`src/design/ntgs_pkg.sv`:
```
// Shared types, codes and helper functions for the nested time grant stack.
// No dependencies; every other design file refers to this package by scope.
package ntgs_pkg;

  localparam int FRAME_SLOTS_DEF  = 4;
  localparam int THREAD_COUNT_DEF = 32;
  localparam int CFG_IDX_W        = 8;

  typedef logic [4:0]           thread_t;
  typedef logic [31:0]          cycles_t;
  typedef logic [15:0]          tmin_t;
  typedef logic [23:0]          tmax_t;
  typedef logic [2:0]           depth_field_t;
  typedef logic [CFG_IDX_W-1:0] cfg_idx_t;

  localparam tmin_t TIMER_MIN_RESET = 16'd16;
  localparam tmax_t TIMER_MAX_RESET = 24'hFFFFFF;

  localparam cfg_idx_t CFG_TIMER_MIN = 8'd0;
  localparam cfg_idx_t CFG_TIMER_MAX = 8'd1;

  localparam logic [1:0] CLAIM_OK           = 2'd0;
  localparam logic [1:0] CLAIM_NOT_READY    = 2'd1;
  localparam logic [1:0] CLAIM_BAD_AFFINITY = 2'd2;
  localparam logic [1:0] CLAIM_SPARE        = 2'd3;

  typedef enum logic [1:0] {
    OP_GRANT  = 2'd0,
    OP_SWITCH = 2'd1,
    OP_UNWIND = 2'd2,
    OP_TICK   = 2'd3
  } op_t;

  typedef enum logic [2:0] {
    ST_OK           = 3'd0,
    ST_FULL         = 3'd1,
    ST_SMALL        = 3'd2,
    ST_NOT_READY    = 3'd3,
    ST_BAD_AFFINITY = 3'd4
  } status_t;

  typedef struct packed {
    logic [1:0] op;
    thread_t    target_thread;
    cycles_t    budget_cycles;
    logic [1:0] claim_status;
  } item_t;

  typedef struct packed {
    logic [2:0]   status;
    thread_t      running_thread;
    logic         unwound;
    thread_t      returned_lender;
    thread_t      borrower_thread;
    logic         end_reason;
    logic         switch_request;
    depth_field_t stack_depth;
  } result_t;

  typedef struct packed {
    cfg_idx_t    index;
    logic [31:0] data;
  } cfg_t;

  // Command broadcast to every frame cell.
  typedef struct packed {
    logic    charge;
    cycles_t used;
    logic    push;
    logic    pop;
  } cell_cmd_t;

  // Bound a chunk to the timer range; the minimum wins when the range is inverted.
  function automatic cycles_t clamp_chunk(cycles_t c, tmin_t tmin, tmax_t tmax);
    cycles_t lo;
    cycles_t hi;
    cycles_t r;
    lo = cycles_t'(tmin);
    hi = cycles_t'(tmax);
    if (c < lo) begin
      r = lo;
    end else if (c > hi) begin
      r = (hi < lo) ? lo : hi;
    end else begin
      r = c;
    end
    return r;
  endfunction

  function automatic status_t claim_error(logic in_range, logic [1:0] claim);
    status_t s;
    if (!in_range) begin
      s = ST_NOT_READY;
    end else if (claim == CLAIM_OK) begin
      s = ST_OK;
    end else if (claim == CLAIM_BAD_AFFINITY) begin
      s = ST_BAD_AFFINITY;
    end else begin
      s = ST_NOT_READY;
    end
    return s;
  endfunction

endpackage

```
`src/design/ntgs_item_if.sv`:
```
// Input item channel: valid/ready handshake with an item payload.
// Depends on ntgs_pkg.
interface ntgs_item_if;
  logic            valid;
  logic            ready;
  ntgs_pkg::item_t payload;

  modport source (output valid, output payload, input ready);
  modport sink   (input valid, input payload, output ready);
endinterface

```
`src/design/ntgs_result_if.sv`:
```
// Result channel: valid/ready handshake with a result payload.
// Depends on ntgs_pkg.
interface ntgs_result_if;
  logic              valid;
  logic              ready;
  ntgs_pkg::result_t payload;

  modport source (output valid, output payload, input ready);
  modport sink   (input valid, input payload, output ready);
endinterface

```
`src/design/ntgs_cfg_if.sv`:
```
// Configuration write channel: valid/ready with register index and data.
// Depends on ntgs_pkg.
interface ntgs_cfg_if;
  logic           valid;
  logic           ready;
  ntgs_pkg::cfg_t payload;

  modport source (output valid, output payload, input ready);
  modport sink   (input valid, input payload, output ready);
endinterface

```
`src/design/ntgs_cell.sv`:
```
// One grant frame of the stack chain: lender and remaining budget.
// Shifts toward its neighbors on push/pop and charges used time. Depends on ntgs_pkg.
module ntgs_cell (
  input  logic                clk,
  input  ntgs_pkg::cell_cmd_t cmd,
  input  ntgs_pkg::thread_t   left_lender,
  input  ntgs_pkg::cycles_t   left_remaining,
  input  ntgs_pkg::thread_t   right_lender,
  input  ntgs_pkg::cycles_t   right_remaining,
  output ntgs_pkg::thread_t   lender,
  output ntgs_pkg::cycles_t   remaining
);

  always_ff @(posedge clk) begin
    if (cmd.push) begin
      lender    <= left_lender;
      remaining <= left_remaining;
    end else if (cmd.pop) begin
      lender    <= right_lender;
      remaining <= right_remaining;
    end else if (cmd.charge) begin
      // saturate at zero
      remaining <= (remaining > cmd.used) ? remaining - cmd.used : '0;
    end
  end

endmodule

```
`src/design/nested_time_grant_stack.sv`:
```
// Nested time grant stack for one core. Each item passes through an accept and an apply
// state: the accept state charges the used time into every frame cell of the chain and
// steps the one-shot countdown, the apply state applies the operation (push, pop, switch
// or rearm) and loads the result register. A new item is taken while the result register
// is empty or being drained, and never while the previous item is being applied.
// Frames live in a row of FRAME_SLOTS cells with the innermost frame in the first
// cell; frame contents are not cleared by reset and need no clearing pass.
module nested_time_grant_stack #(
  parameter int FRAME_SLOTS  = ntgs_pkg::FRAME_SLOTS_DEF,
  parameter int THREAD_COUNT = ntgs_pkg::THREAD_COUNT_DEF
) (
  input logic            clk,
  input logic            rst,
  ntgs_item_if.sink      in,
  ntgs_result_if.source  out,
  ntgs_cfg_if.sink       cfg
);

  localparam int DEPTH_W = $clog2(FRAME_SLOTS + 1);

  typedef enum logic {S_ACCEPT, S_APPLY} state_t;

  state_t                state;
  logic [DEPTH_W-1:0]    depth;
  ntgs_pkg::thread_t     cur;
  ntgs_pkg::cycles_t     armed;
  ntgs_pkg::cycles_t     countdown;
  ntgs_pkg::tmin_t       timer_min;
  ntgs_pkg::tmax_t       timer_max;
  ntgs_pkg::item_t       item;
  logic                  tick_expired;
  logic                  out_valid;
  ntgs_pkg::result_t     out_payload;

  // cell outputs; the extra slot past the last cell reads as zero
  ntgs_pkg::thread_t     cell_lender [0:FRAME_SLOTS];
  ntgs_pkg::cycles_t     cell_rem    [0:FRAME_SLOTS];
  ntgs_pkg::cell_cmd_t   cell_cmd;

  logic                  accept;
  logic                  depth_full;
  logic                  depth_empty;
  logic                  tick_live;
  ntgs_pkg::cycles_t     cd_new;
  logic                  charge_en;
  logic                  sub_en;
  ntgs_pkg::cycles_t     used;

  logic                  in_range;
  ntgs_pkg::status_t     claim_st;
  logic                  same_thread;
  ntgs_pkg::cycles_t     top;
  ntgs_pkg::cycles_t     below;
  logic                  use_top;
  ntgs_pkg::cycles_t     budget;
  logic                  too_small;
  ntgs_pkg::cycles_t     chunk_budget;
  ntgs_pkg::cycles_t     chunk_top;
  ntgs_pkg::cycles_t     chunk_below;

  logic                  do_push;
  logic                  do_pop;
  logic [DEPTH_W-1:0]    depth_next;
  ntgs_pkg::thread_t     cur_next;
  ntgs_pkg::cycles_t     armed_next;
  ntgs_pkg::cycles_t     countdown_next;
  ntgs_pkg::result_t     res;

  assign in.ready    = (state == S_ACCEPT) && (!out_valid || out.ready);
  assign accept      = in.valid && in.ready;
  assign cfg.ready   = 1'b1;
  assign out.valid   = out_valid;
  assign out.payload = out_payload;

  assign depth_full  = (depth == DEPTH_W'(FRAME_SLOTS));
  assign depth_empty = (depth == '0);

  // Charge cycle: step the countdown and work out the time used since the last charge.
  always_comb begin
    tick_live = (in.payload.op == ntgs_pkg::OP_TICK) && (countdown != '0);
    cd_new    = tick_live ? countdown - 32'd1 : countdown;
    charge_en = ((in.payload.op == ntgs_pkg::OP_GRANT) &&
                 (in.payload.target_thread != cur) && !depth_full) ||
                (((in.payload.op == ntgs_pkg::OP_SWITCH) ||
                  (in.payload.op == ntgs_pkg::OP_UNWIND)) && !depth_empty) ||
                (tick_live && (countdown == 32'd1));
    sub_en    = !depth_empty && (armed != '0);
    if (cd_new == '0) begin
      used = armed;
    end else if (cd_new > armed) begin
      used = '0;
    end else begin
      used = armed - cd_new;
    end
  end

  // Apply cycle: operands from the charged frames.
  always_comb begin
    in_range     = 32'(item.target_thread) < 32'(THREAD_COUNT);
    claim_st     = ntgs_pkg::claim_error(in_range, item.claim_status);
    same_thread  = (item.target_thread == cur);
    top          = cell_rem[0];
    below        = cell_rem[1];
    use_top      = !depth_empty && (top < item.budget_cycles);
    budget       = use_top ? top : item.budget_cycles;
    too_small    = use_top ? (top < ntgs_pkg::cycles_t'(timer_min))
                           : (item.budget_cycles < ntgs_pkg::cycles_t'(timer_min));
    chunk_top    = ntgs_pkg::clamp_chunk(top, timer_min, timer_max);
    chunk_below  = ntgs_pkg::clamp_chunk(below, timer_min, timer_max);
    chunk_budget = use_top ? chunk_top
                           : ntgs_pkg::clamp_chunk(item.budget_cycles, timer_min, timer_max);
  end

  always_comb begin
    res            = '0;
    do_push        = 1'b0;
    do_pop         = 1'b0;
    depth_next     = depth;
    cur_next       = cur;
    armed_next     = armed;
    countdown_next = countdown;
    case (item.op)
      ntgs_pkg::OP_GRANT: begin
        if (!same_thread) begin
          if (depth_full) begin
            res.status = ntgs_pkg::ST_FULL;
          end else if (too_small) begin
            res.status = ntgs_pkg::ST_SMALL;
          end else if (claim_st != ntgs_pkg::ST_OK) begin
            res.status = claim_st;
          end else begin
            do_push        = 1'b1;
            depth_next     = depth + DEPTH_W'(1);
            cur_next       = item.target_thread;
            armed_next     = chunk_budget;
            countdown_next = chunk_budget;
          end
        end
      end
      ntgs_pkg::OP_SWITCH, ntgs_pkg::OP_UNWIND: begin
        if (!depth_empty) begin
          do_pop              = 1'b1;
          res.unwound         = 1'b1;
          res.borrower_thread = cur;
          res.returned_lender = cell_lender[0];
          res.end_reason      = (item.op == ntgs_pkg::OP_UNWIND);
          depth_next          = depth - DEPTH_W'(1);
          cur_next            = cell_lender[0];
          if (depth == DEPTH_W'(1)) begin
            armed_next     = '0;
            countdown_next = '0;
          end else if (below == '0) begin
            res.switch_request = 1'b1;
          end else begin
            armed_next     = chunk_below;
            countdown_next = chunk_below;
          end
        end else if ((item.op == ntgs_pkg::OP_SWITCH) && !same_thread) begin
          res.status = claim_st;
          if (claim_st == ntgs_pkg::ST_OK) begin
            cur_next = item.target_thread;
          end
        end
      end
      ntgs_pkg::OP_TICK: begin
        // expiry: rearm with the next chunk, or ask for an unwind once spent
        if (tick_expired && !depth_empty) begin
          if (top == '0) begin
            armed_next         = '0;
            countdown_next     = '0;
            res.switch_request = 1'b1;
          end else begin
            armed_next     = chunk_top;
            countdown_next = chunk_top;
          end
        end
      end
      default: begin
      end
    endcase
    res.running_thread = cur_next;
    res.stack_depth    = ntgs_pkg::depth_field_t'(depth_next);
  end

  always_comb begin
    cell_cmd.charge = accept && charge_en && sub_en;
    cell_cmd.used   = used;
    cell_cmd.push   = (state == S_APPLY) && do_push;
    cell_cmd.pop    = (state == S_APPLY) && do_pop;
  end

  assign cell_lender[FRAME_SLOTS] = '0;
  assign cell_rem[FRAME_SLOTS]    = '0;

  for (genvar i = 0; i < FRAME_SLOTS; i++) begin : g_cell
    if (i == 0) begin : g_head
      ntgs_cell u_cell (
        .clk             (clk),
        .cmd             (cell_cmd),
        .left_lender     (cur),
        .left_remaining  (budget),
        .right_lender    (cell_lender[i+1]),
        .right_remaining (cell_rem[i+1]),
        .lender          (cell_lender[i]),
        .remaining       (cell_rem[i])
      );
    end else begin : g_body
      ntgs_cell u_cell (
        .clk             (clk),
        .cmd             (cell_cmd),
        .left_lender     (cell_lender[i-1]),
        .left_remaining  (cell_rem[i-1]),
        .right_lender    (cell_lender[i+1]),
        .right_remaining (cell_rem[i+1]),
        .lender          (cell_lender[i]),
        .remaining       (cell_rem[i])
      );
    end
  end

  always_ff @(posedge clk) begin
    if (rst) begin
      state     <= S_ACCEPT;
      depth     <= '0;
      cur       <= '0;
      armed     <= '0;
      countdown <= '0;
      timer_min <= ntgs_pkg::TIMER_MIN_RESET;
      timer_max <= ntgs_pkg::TIMER_MAX_RESET;
      out_valid <= 1'b0;
    end else begin
      if (cfg.valid) begin
        case (cfg.payload.index)
          ntgs_pkg::CFG_TIMER_MIN: timer_min <= cfg.payload.data[15:0];
          ntgs_pkg::CFG_TIMER_MAX: timer_max <= cfg.payload.data[23:0];
          default: begin
          end
        endcase
      end
      // drop the result once transferred
      if (out_valid && out.ready) begin
        out_valid <= 1'b0;
      end
      case (state)
        S_ACCEPT: begin
          if (accept) begin
            item         <= in.payload;
            tick_expired <= tick_live && (countdown == 32'd1);
            countdown    <= cd_new;
            if (charge_en) begin
              armed <= sub_en ? cd_new : '0;
            end
            state <= S_APPLY;
          end
        end
        S_APPLY: begin
          depth       <= depth_next;
          cur         <= cur_next;
          armed       <= armed_next;
          countdown   <= countdown_next;
          out_payload <= res;
          out_valid   <= 1'b1;
          state       <= S_ACCEPT;
        end
        default: begin
          state <= S_ACCEPT;
        end
      endcase
    end
  end

`ifndef ASSERT_OFF
  a_countdown_within_chunk: assert property (@(posedge clk) disable iff (rst)
    countdown <= armed)
    else $error("countdown above armed chunk");

  a_depth_bounded: assert property (@(posedge clk) disable iff (rst)
    depth <= DEPTH_W'(FRAME_SLOTS))
    else $error("stack depth above maximum");

  a_push_grows_depth: assert property (@(posedge clk) disable iff (rst)
    cell_cmd.push |=> depth == ($past(depth) + DEPTH_W'(1)))
    else $error("push did not grow the stack by one");

  a_no_take_while_applying: assert property (@(posedge clk) disable iff (rst)
    state == S_APPLY |-> !in.ready && !cell_cmd.charge)
    else $error("item taken or charged during apply cycle");
`endif

endmodule

```
`src/flat_wrapper.sv`:
```
// flat-port wrapper written by rule: the top's interface ports become plain ports
module nested_time_grant_stack_flat 
#(
  parameter int FRAME_SLOTS  = ntgs_pkg::FRAME_SLOTS_DEF,
  parameter int THREAD_COUNT = ntgs_pkg::THREAD_COUNT_DEF
)
  (clk, rst, in_valid, in_payload, in_ready, out_valid, out_payload, out_ready, cfg_valid, cfg_payload, cfg_ready);
  ntgs_item_if in_i ();
  ntgs_result_if out_i ();
  ntgs_cfg_if cfg_i ();
  input logic clk;
  input logic rst;
  input wire logic [$bits(in_i.valid)-1:0] in_valid;
  input wire logic [$bits(in_i.payload)-1:0] in_payload;
  output wire logic [$bits(in_i.ready)-1:0] in_ready;
  output wire logic [$bits(out_i.valid)-1:0] out_valid;
  output wire logic [$bits(out_i.payload)-1:0] out_payload;
  input wire logic [$bits(out_i.ready)-1:0] out_ready;
  input wire logic [$bits(cfg_i.valid)-1:0] cfg_valid;
  input wire logic [$bits(cfg_i.payload)-1:0] cfg_payload;
  output wire logic [$bits(cfg_i.ready)-1:0] cfg_ready;
  assign in_i.valid = in_valid;
  assign in_i.payload = in_payload;
  assign in_ready = in_i.ready;
  assign out_valid = out_i.valid;
  assign out_payload = out_i.payload;
  assign out_i.ready = out_ready;
  assign cfg_i.valid = cfg_valid;
  assign cfg_i.payload = cfg_payload;
  assign cfg_ready = cfg_i.ready;
  nested_time_grant_stack #(.FRAME_SLOTS(FRAME_SLOTS), .THREAD_COUNT(THREAD_COUNT)) u_core (.clk(clk), .rst(rst), .in(in_i), .out(out_i), .cfg(cfg_i));
endmodule
```
`config.mk`:
```
export PLATFORM = sky130hd
export DESIGN_NAME = nested_time_grant_stack_flat
export DESIGN_NICKNAME = d
export VERILOG_FILES = /design/src/design/ntgs_pkg.sv /design/src/design/ntgs_item_if.sv /design/src/design/ntgs_result_if.sv /design/src/design/ntgs_cfg_if.sv /design/src/design/ntgs_cell.sv /design/src/design/nested_time_grant_stack.sv /design/src/flat_wrapper.sv
export SDC_FILE = /design/constraint.sdc
export NUM_CORES = 1
export LEC_CHECK = 0
export ABC_AREA = 1
export BUFFER_PORTS_ARGS = -buffer_cell sky130_fd_sc_hd__buf_2
export CAP_MARGIN = 20
export CORE_ASPECT_RATIO = 1.5
export CORE_MARGIN = 5
export CORE_UTILIZATION = 30
export CTS_CLUSTER_SIZE = 10
export DETAILED_ROUTE_END_ITERATION = 10
export PLACE_DENSITY_LB_ADDON = 0.05
export RECOVER_POWER = 50
export SYNTH_ARGS = -nofsm -noshare
export SYNTH_HDL_FRONTEND = slang
export SYNTH_SLANG_ARGS = --single-unit
```
`constraint.sdc`:
```
create_clock -name clk -period 13 [get_ports clk]
set_clock_uncertainty 0.1 [all_clocks]
set_input_delay 0 -clock clk [delete_from_list [all_inputs] [get_ports clk]]
set_output_delay 0 -clock clk [all_outputs]
set_load 0.03 [all_outputs]
```
==> impl_summary.txt, run 1 <==
----------------------------------------------------
[Cells and area]
  Final Non-Filler Cells ... 6,570
  Finished Cell Area ... approximately 0.037 mm²
  Final nets ... 5,505
  Most frequent cells in the layout ... sky130_fd_sc_hd__nand2_1 (1,141), sky130_fd_sc_hd__inv_1 (656), sky130_fd_sc_hd__nor2_1 (483), sky130_fd_sc_hd__a21oi_1 (440), sky130_fd_sc_hd__o21ai_0 (400)
  Number of fillers in the final layout ... between 10,000 and 15,000
  Post-layout util ... approximately a third
  Signed area change from the synthesized netlist to the final layout ... 14.32%
  Most common cell after layout, fill and taps aside ... sky130_fd_sc_hd__nand2_1
  Fraction of layout instances using a drive strength above 1 ... 5.619%

[Clocking]
  Later-pin clock latency in the skew report ... approximately 630 ps
  Clk sink count ... approximately 330
  CTS tree ... done
  Clock-pin slew on the worst setup and hold paths ... around 60 ps
  Number of resized instances in the post-cts repair step ... 0
  Max H-tree Level ... 2
  Clock buffers created by TritonCTS ... 44
  Clock Tree Root ... sky130_fd_sc_hd__clkbuf_16
  Maximum count of clock buffers along a single path ... 3

[Place]
  Buffers added on ports ... roughly 100
  Cell area after placement ... around 0.035 mm²
  Hpwl dp ... 125.3 mm
  Post-Place Cells ... between 6,000 and 7,000
  Final weighted congestion in routability-driven placement ... between 0.9 and 1

[Die]
  # IOs ... approximately 110
  Number of placement rows ... between 100 and 150
  Core area ... approximately 0.11 mm²
  Die area ... 0.1161 mm²
  Initial Util ... 30.21%
  Y dimension of the die ... 414.8 µm
  Horizontal extent of the die ... ~280 µm

[Worst setup path]
  Worst Setup End Kind ... register
  Critical setup path kind ... reg2reg
  Critical path required time ... between 10,000 and 15,000 ps
  Arr. time, crit path ... just over 10,000 ps
  CP max FO ... 35
  Critical Path Start Type ... register
  Setup slack, reg-to-reg ... about 3200 ps

[Synthesis]
  Primary FF master, synth ... sky130_fd_sc_hd__edfxtp_1
  Total of flip-flops plus latches after synthesis ... 328
  Count of flip-flops with a built-in enable after synthesis ... ~210
  Cell area after synthesis ... 0.03278 mm²
  Synthesized area divided by synthesized cell count ... between 6 and 7 µm²
  Synth Net Count ... 5,322
  Synth Instances ... about 5,000
  Sequential share of the synthesized area ... a little over a quarter
  Async set or reset register ratio after synthesis ... 0%
  Count of unique library cells instantiated by Yosys ... 63
  Yosys warning total ... 0

[Global route]
  Total global routing track utilization ... ~26%
  Number of global-route vias before repair ... ~34,000
  Wire length of the first global-routing pass ... between 200 and 250 mm
  Grt ovf ... 0
  Initial antenna violation count ... 2
  Maximum number of pins on one net before global-route repair ... 78

[STA]
  Final cycle utilization of the critical path ... 75.02%
  Final hold vios ... 0
  Worst slew slack as a fraction of its limit ... -146.9%
  Highest clock frequency the design can meet ... ~100 MHz
  Fin Setup TNS ... 0 ps
  Final setup viols ... 0
  RSZ-0062 raised after global routing ... no
  Number of pins exceeding their max-slew limit in the final report ... around 320
  Transition time of the tightest slew-check pin ... 3703 ps
  Final critical path time including I/O delays and setup ... between 9000 and 10,000 ps

[Run status]
  Violations in the final reports ... capacitance limit, slew limit
  Result of the run ... finished with violations

[Worst hold path]
  Type of the tightest min-delay check ... in2reg

[Power]
  Peak supply drop ... 0.1182 mV
  Portion of total power attributed to combinational logic ... between 50% and 60%
  Part of the total power dissipated in sequential elements ... between 20% and 30%
  Pwr/cell area ... approximately 160 mW/mm²
  Switching Share ... 48.76%
  Net switching power ... 2.914 mW
  Leakage power summed over all cells ... ~17 nW
  Part of the total power dissipated in the clock network ... roughly a fifth
  Internal Dissipation ... between 3 and 4 mW

[Routing]
  Routed vias/inst ... ~5.3
  DRC violation count after routing ... 0
  1st-iter DRT viols ... 2,355
  Routed len/inst ... 23.69 µm
  Routed wire length ... between 150 and 200 mm
  Overall via count from detail_route ... about 35,000
  Pre-antenna DRT Iters ... 5
  Remaining number of nets flagged by the antenna check after routing ... 0

[Job]
  Reported max-cap violation count ... 8

----------------------------------------------------
kinds of logic (layout without fill, tap and decap cells):
logic type	Yosys count	in the layout	synth area share, %
fa+ha+maj	311	311	11.89
xor+xnor	109	109	2.913
other cells	1	3	0.01144
simple gates	2204	2204	29.03
flops	328	328	26.57
buf+inv	812	1030	9.581
compound gates	1160	1160	20.01
synth_stat cells, types with 15 or more instances:
master | n | area (µm²)
sky130_fd_sc_hd__nor4_1 | 38 | 237.7
sky130_fd_sc_hd__a211oi_1 | 25 | 187.7
sky130_fd_sc_hd__xnor2_1 | 37 | 324.1
sky130_fd_sc_hd__nand3_1 | 284 | 1421
sky130_fd_sc_hd__inv_1 | 656 | 2462
sky130_fd_sc_hd__nand2_1 | 1143 | 4290
sky130_fd_sc_hd__nand3_2 | 18 | 180.2
sky130_fd_sc_hd__o22ai_1 | 21 | 131.4
sky130_fd_sc_hd__ha_1 | 310 | 3879
sky130_fd_sc_hd__nor3_1 | 56 | 280.3
sky130_fd_sc_hd__a21boi_0 | 16 | 120.1
sky130_fd_sc_hd__a21oi_1 | 445 | 2227
sky130_fd_sc_hd__dfxtp_1 | 114 | 2282
sky130_fd_sc_hd__clkbuf_1 | 114 | 427.9
sky130_fd_sc_hd__o21ai_1 | 15 | 75.07
sky130_fd_sc_hd__o21a_1 | 52 | 390.4
sky130_fd_sc_hd__nand3b_1 | 43 | 322.8
sky130_fd_sc_hd__edfxtp_1 | 214 | 6426
sky130_fd_sc_hd__xor2_1 | 72 | 630.6
sky130_fd_sc_hd__a22oi_1 | 24 | 180.2
sky130_fd_sc_hd__nand4_1 | 65 | 406.6
sky130_fd_sc_hd__nand2_2 | 23 | 143.9
sky130_fd_sc_hd__nor2_1 | 485 | 1821
sky130_fd_sc_hd__o21ai_0 | 401 | 2007
sky130_fd_sc_hd__o211ai_1 | 84 | 630.6
power by group through the flow:
stage                     Clock, mW  Sequential [mW]  Combinational (mW)
after floorplan                   0             1.39                2.21
after global placement            0             1.45                3.24
after detailed placement          0             1.45                3.24
after CTS                      1.31             1.43                3.28
after global routing           1.34             1.43                3.64
final                          1.27             1.43                3.28
metal layers:
| metal | global-route usage [%] | share of wire [%] | vias up | wire length [µm] |
|---|---|---|---|---|
| met4 | 13.50 | 6.2 | 2 | 9697 |
| met2 | 47.58 | 51 | 896 | 79770 |
| met1 | 29.15 | 39 | 16290 | 60020 |
| met3 | 2.548 | 4.0 | 305 | 6153 |
| met5 | 0 | 0.0058 | - | 9 |
| li1 | - | - | 17050 | - |
sequential cells by signal (all words and copies together), names as in the netlist:
signal                                 flops
u_core.timer_min                          16
u_core.state                               1
u_core.tick_expired                        1
u_core.g_cell.g_head.u_cell.lender         5
u_core.out.valid                           1
u_core.armed                              32
u_core.out.payload                        24
u_core.item                               41
u_core.countdown                          32
u_core.timer_max                          24
u_core.g_cell.g_body.u_cell.remaining     96
u_core.cur                                 5
u_core.g_cell.g_head.u_cell.remaining     32
u_core.g_cell.g_body.u_cell.lender        15
u_core.depth                               3
critical path, cell delays in order, from the launching register on:
cell                       delay (ps)
sky130_fd_sc_hd__dfxtp_1          400
sky130_fd_sc_hd__inv_1            150
sky130_fd_sc_hd__ha_1             240
sky130_fd_sc_hd__inv_1             80
sky130_fd_sc_hd__nor2_1            40
sky130_fd_sc_hd__clkbuf_1         380
sky130_fd_sc_hd__a211o_1          360
sky130_fd_sc_hd__a311oi_1         620
sky130_fd_sc_hd__nand2_1          170
sky130_fd_sc_hd__clkbuf_1         370
sky130_fd_sc_hd__clkinv_1         110
sky130_fd_sc_hd__clkbuf_1        1410
sky130_fd_sc_hd__nor2_1           690
sky130_fd_sc_hd__a21oi_1          980
sky130_fd_sc_hd__inv_1             90
sky130_fd_sc_hd__nand2_1          110
sky130_fd_sc_hd__nor2_1            60
sky130_fd_sc_hd__nor2_1           150
sky130_fd_sc_hd__inv_1             60
sky130_fd_sc_hd__nand2_1           50
sky130_fd_sc_hd__clkbuf_1        1200
sky130_fd_sc_hd__inv_1            420
sky130_fd_sc_hd__clkbuf_1         660
sky130_fd_sc_hd__o211ai_1         370
sky130_fd_sc_hd__o211ai_1         120
sky130_fd_sc_hd__inv_1            140
worst paths after layout:
check,start,endpoint,depth (start not counted)
setup / recovery,u_core.depth[0],u_core.armed[8],25
hold / removal,cfg_payload[11],u_core.timer_max[11],4
setup reg to reg,u_core.depth[0],u_core.armed[8],25
hold reg to reg,u_core.countdown[30],u_core.countdown[30],2
area by class of cell:
class	count	area (µm²)	area share (%)
Antenna cell	2	5.005	0.01336
Sequential cell	328	8708	23.24
Clock buffer	67	1227	3.276
Multi-Input combinational cell	3785	21000	56.04
Timing Repair Buffer	281	2032	5.423
Tap cell	1425	1783	4.758
Clock inverter	14	205.2	0.5476
Inverter	668	2510	6.698
repair_timing:
action	4_1_cts	5_1_grt
hold endpoints to repair	109	0
hold buffers	107	0
setup buffers	0	0
stage by stage:
step	power (mW)	hold slack [ps]	setup WS (ps)
floorplan	3.593	-1.131	2626
global placement	4.684	76.81	3862
detailed placement	4.687	78.13	3857
CTS	6.017	8.534	3794
global route	6.418	55.65	2685
finish	5.977	62.96	3247
No activity file was read; power rests on OpenSTA's default activity.
==> run 2: changes to the inputs <==
==> constraint.sdc (replaced) <==
create_clock -name clk -period 9.5 [get_ports clk]
set_clock_uncertainty 0.1 [all_clocks]
set_input_delay 0 -clock clk [delete_from_list [all_inputs] [get_ports clk]]
set_output_delay 0 -clock clk [all_outputs]
set_load 0.03 [all_outputs]
==> run 2 against run 1 <==
  * The run still ends with capacitance limit, slew limit left
  * Sequential share of layout area shrank 0.18 points
  * Cell count grew 0.43%
  * Critical path depth grew 14
  * Core utilization grew 0.27 points
  * Design area grew 0.77%
  * Total power grew 38%
  * Fmax grew 11%
  * Setup slack lost 2500 ps
  * Routed wire length shrank 0.58%
  * Critical path type unchanged
==> impl_summary.txt, run 2 (synthesis gave the netlist of run 1 again) <==
----------------------------------------------------
[Place]
  Final weighted congestion in routability-driven placement ... about 0.95
  Buffers added on ports ... 103
  Hpwl dp ... roughly 130 mm

[Cells and area]
  Signed area change from the synthesized netlist to the final layout ... 15.20%
  Number of fillers in the final layout ... between 10,000 and 15,000
  # diodes ... 0
  Fraction of layout instances using a drive strength above 1 ... 6.186%
  Biggest register ... u_core.g_cell.g_body.u_cell.remaining
  Most common cell after layout, fill and taps aside ... sky130_fd_sc_hd__nand2_1
  FF+latch area ... just under 0.009 mm²
  Final nets ... 5,535
  Area used by multi-input combinational logic ... between 0.02 and 0.025 mm²
  Most frequent cells in the layout ... sky130_fd_sc_hd__nand2_1 (1,141), sky130_fd_sc_hd__inv_1 (655), sky130_fd_sc_hd__nor2_1 (483), sky130_fd_sc_hd__a21oi_1 (443), sky130_fd_sc_hd__o21ai_0 (399)
  Regs by FF count ... u_core.g_cell.g_body.u_cell.remaining: 96 flops, u_core.item: 41 flops
  Max reg flops ... between 90 and 100

[Clocking]
  Clk sink count ... between 300 and 400
  CTS tree ... done
  Later-pin clock latency in the skew report ... a little over 600 ps
  Max H-tree Level ... 2
  Clock buffers created by TritonCTS ... 44
  Maximum count of clock buffers along a single path ... 3
  Setup bufs post-CTS ... 0
  Clock-pin slew on the worst setup and hold paths ... around 60 ps
  Number of resized instances in the post-cts repair step ... 0
  Clock Tree Root ... sky130_fd_sc_hd__clkbuf_16
  Number of buffers added to fix hold violations after cts ... 108

[Die]
  Core area ... ~0.11 mm²
  Horizontal extent of the die ... 279.9 µm
  Number of placement rows ... 148
  # IOs ... roughly 110
  Initial Util ... between 30% and 40%
  Y dimension of the die ... around 410 µm
  Die area ... between 0.1 and 0.15 mm²

[STA]
  Transition time of the tightest slew-check pin ... 3890 ps
  Number of pins exceeding their max-slew limit in the final report ... roughly 360
  Final setup viols ... 0
  Final cycle utilization of the critical path ... between 90% and 100%
  Worst slew slack as a fraction of its limit ... -159.3%
  Fin Setup TNS ... 0 ps
  Highest clock frequency the design can meet ... roughly 110 MHz
  RSZ-0062 raised after global routing ... no
  Final critical path time including I/O delays and setup ... about 8800 ps
  Worst-case hold slack ... 51.79 ps
  Final hold vios ... 0

[Routing]
  Routed wire length ... around 150 mm
  Remaining number of nets flagged by the antenna check after routing ... 0
  Routed vias/inst ... 5.246
  Pre-antenna DRT Iters ... 6
  Overall via count from detail_route ... ~35,000
  DRC violation count after routing ... 0
  Routed len/inst ... 23.45 µm
  1st-iter DRT viols ... 2,419

[Global route]
  Total global routing track utilization ... approximately 26%
  Wire length of the first global-routing pass ... approximately 220 mm
  Grt ovf ... 0
  Maximum number of pins on one net before global-route repair ... 170
  Number of global-route vias before repair ... 34,240
  Initial antenna violation count ... 0

[Run status]
  Result of the run ... finished with violations
  Violations in the final reports ... capacitance limit, slew limit

[Worst setup path]
  Arr. time, crit path ... 9120 ps
  Cell at the slowest stage of the critical path ... sky130_fd_sc_hd__a21oi_1
  Critical Path Start Type ... register
  Critical setup path kind ... reg2reg
  Crit-path most repeated cell ... sky130_fd_sc_hd__nand2_1
  Worst Setup End Kind ... register
  Path depth of the worst reg2reg path ... 39
  Critical path required time ... roughly 9900 ps
  CP max FO ... 17
  Slowest cell delay on critical path ... 890 ps

[Power]
  Peak supply drop ... 0.1367 mV
  Leakage power summed over all cells ... about 17 nW
  Pwr/cell area ... between 200 and 250 mW/mm²

[Worst hold path]
  WHS Path Cells ... 4
  Type of the tightest min-delay check ... in2reg

[Job]
  Reported max-cap violation count ... 9

----------------------------------------------------
==> run 2: cell count changes in the layout (fill, tap and decap cells not counted), moves of 3 or more <==
cell                       previous run  this run
sky130_fd_sc_hd__buf_4               59        83
sky130_fd_sc_hd__clkinv_2             2         7
sky130_fd_sc_hd__a21oi_1            440       443
sky130_fd_sc_hd__buf_12               0         3
sky130_fd_sc_hd__clkbuf_1            65        62
==> run 2: worst max-delay path: cells and delay by family, from the launching register on <==
kind                       cells  cell delay, ps
AOI/OAI and AO/OA             12            3630
xor gates and xnor gates       1             340
buffers and inverters          3             610
and+or+nand+nor               21            3050
DFF                            1             370
adders and majority gates      2             470
==> run 2: final timing paths <==
check / start / end / slack [ps]
min reg2reg: u_core.countdown[30] / u_core.countdown[30] / 410
min: cfg_payload[18] / u_core.timer_max[18] / 50
max: u_core.countdown[4] / u_core.g_cell[1].g_body.u_cell.remaining[20] / 730
max reg2reg: u_core.countdown[4] / u_core.g_cell[1].g_body.u_cell.remaining[20] / 730
==> run 2: final cells by class <==
cell class,instances,share of cell area [%]
Clock buffer,64,3.224
Clock inverter,17,0.6528
Inverter,668,6.647
Multi-Input combinational cell,3785,55.56
Sequential cell,328,23.06
Tap cell,1425,4.722
Timing Repair Buffer,311,6.134
==> run 2: stage by stage <==
stage / setup WS (ps) / utilization (%) / total power, mW / instances / cell area (µm²)
6_report: 734.3 / 34.80 / 8.262 / 6598 / 37760
5_1_grt: 90.08 / 34.80 / 8.852 / 6598 / 37760
4_1_cts: 758.4 / 34.88 / 8.299 / 6597 / 37850
3_5_place_dp: 803.6 / 32.54 / 6.470 / 6408 / 35310
3_3_place_gp: 809.6 / 32.51 / 6.452 / 6407 / 35280
2_1_floorplan: 1690 / - / 4.913 / 4925 / 32780
==> run 2: per-layer routing <==
metal | global-route usage (%) | part of all wire (%) | wire, µm
met5 | 0 | 0 | 0
met4 | 12.33 | 5.9 | 9163
met3 | 2.306 | 3.4 | 5293
met2 | 47.73 | 51 | 79650
met1 | 28.87 | 39 | 60640
==> run 2: power by group <==
group / switching, mW / internal (mW)
registers: 0.179 / 1.77
logic: 3.06 / 1.50
clock network: 0.747 / 1.01
total: 3.99 / 4.28
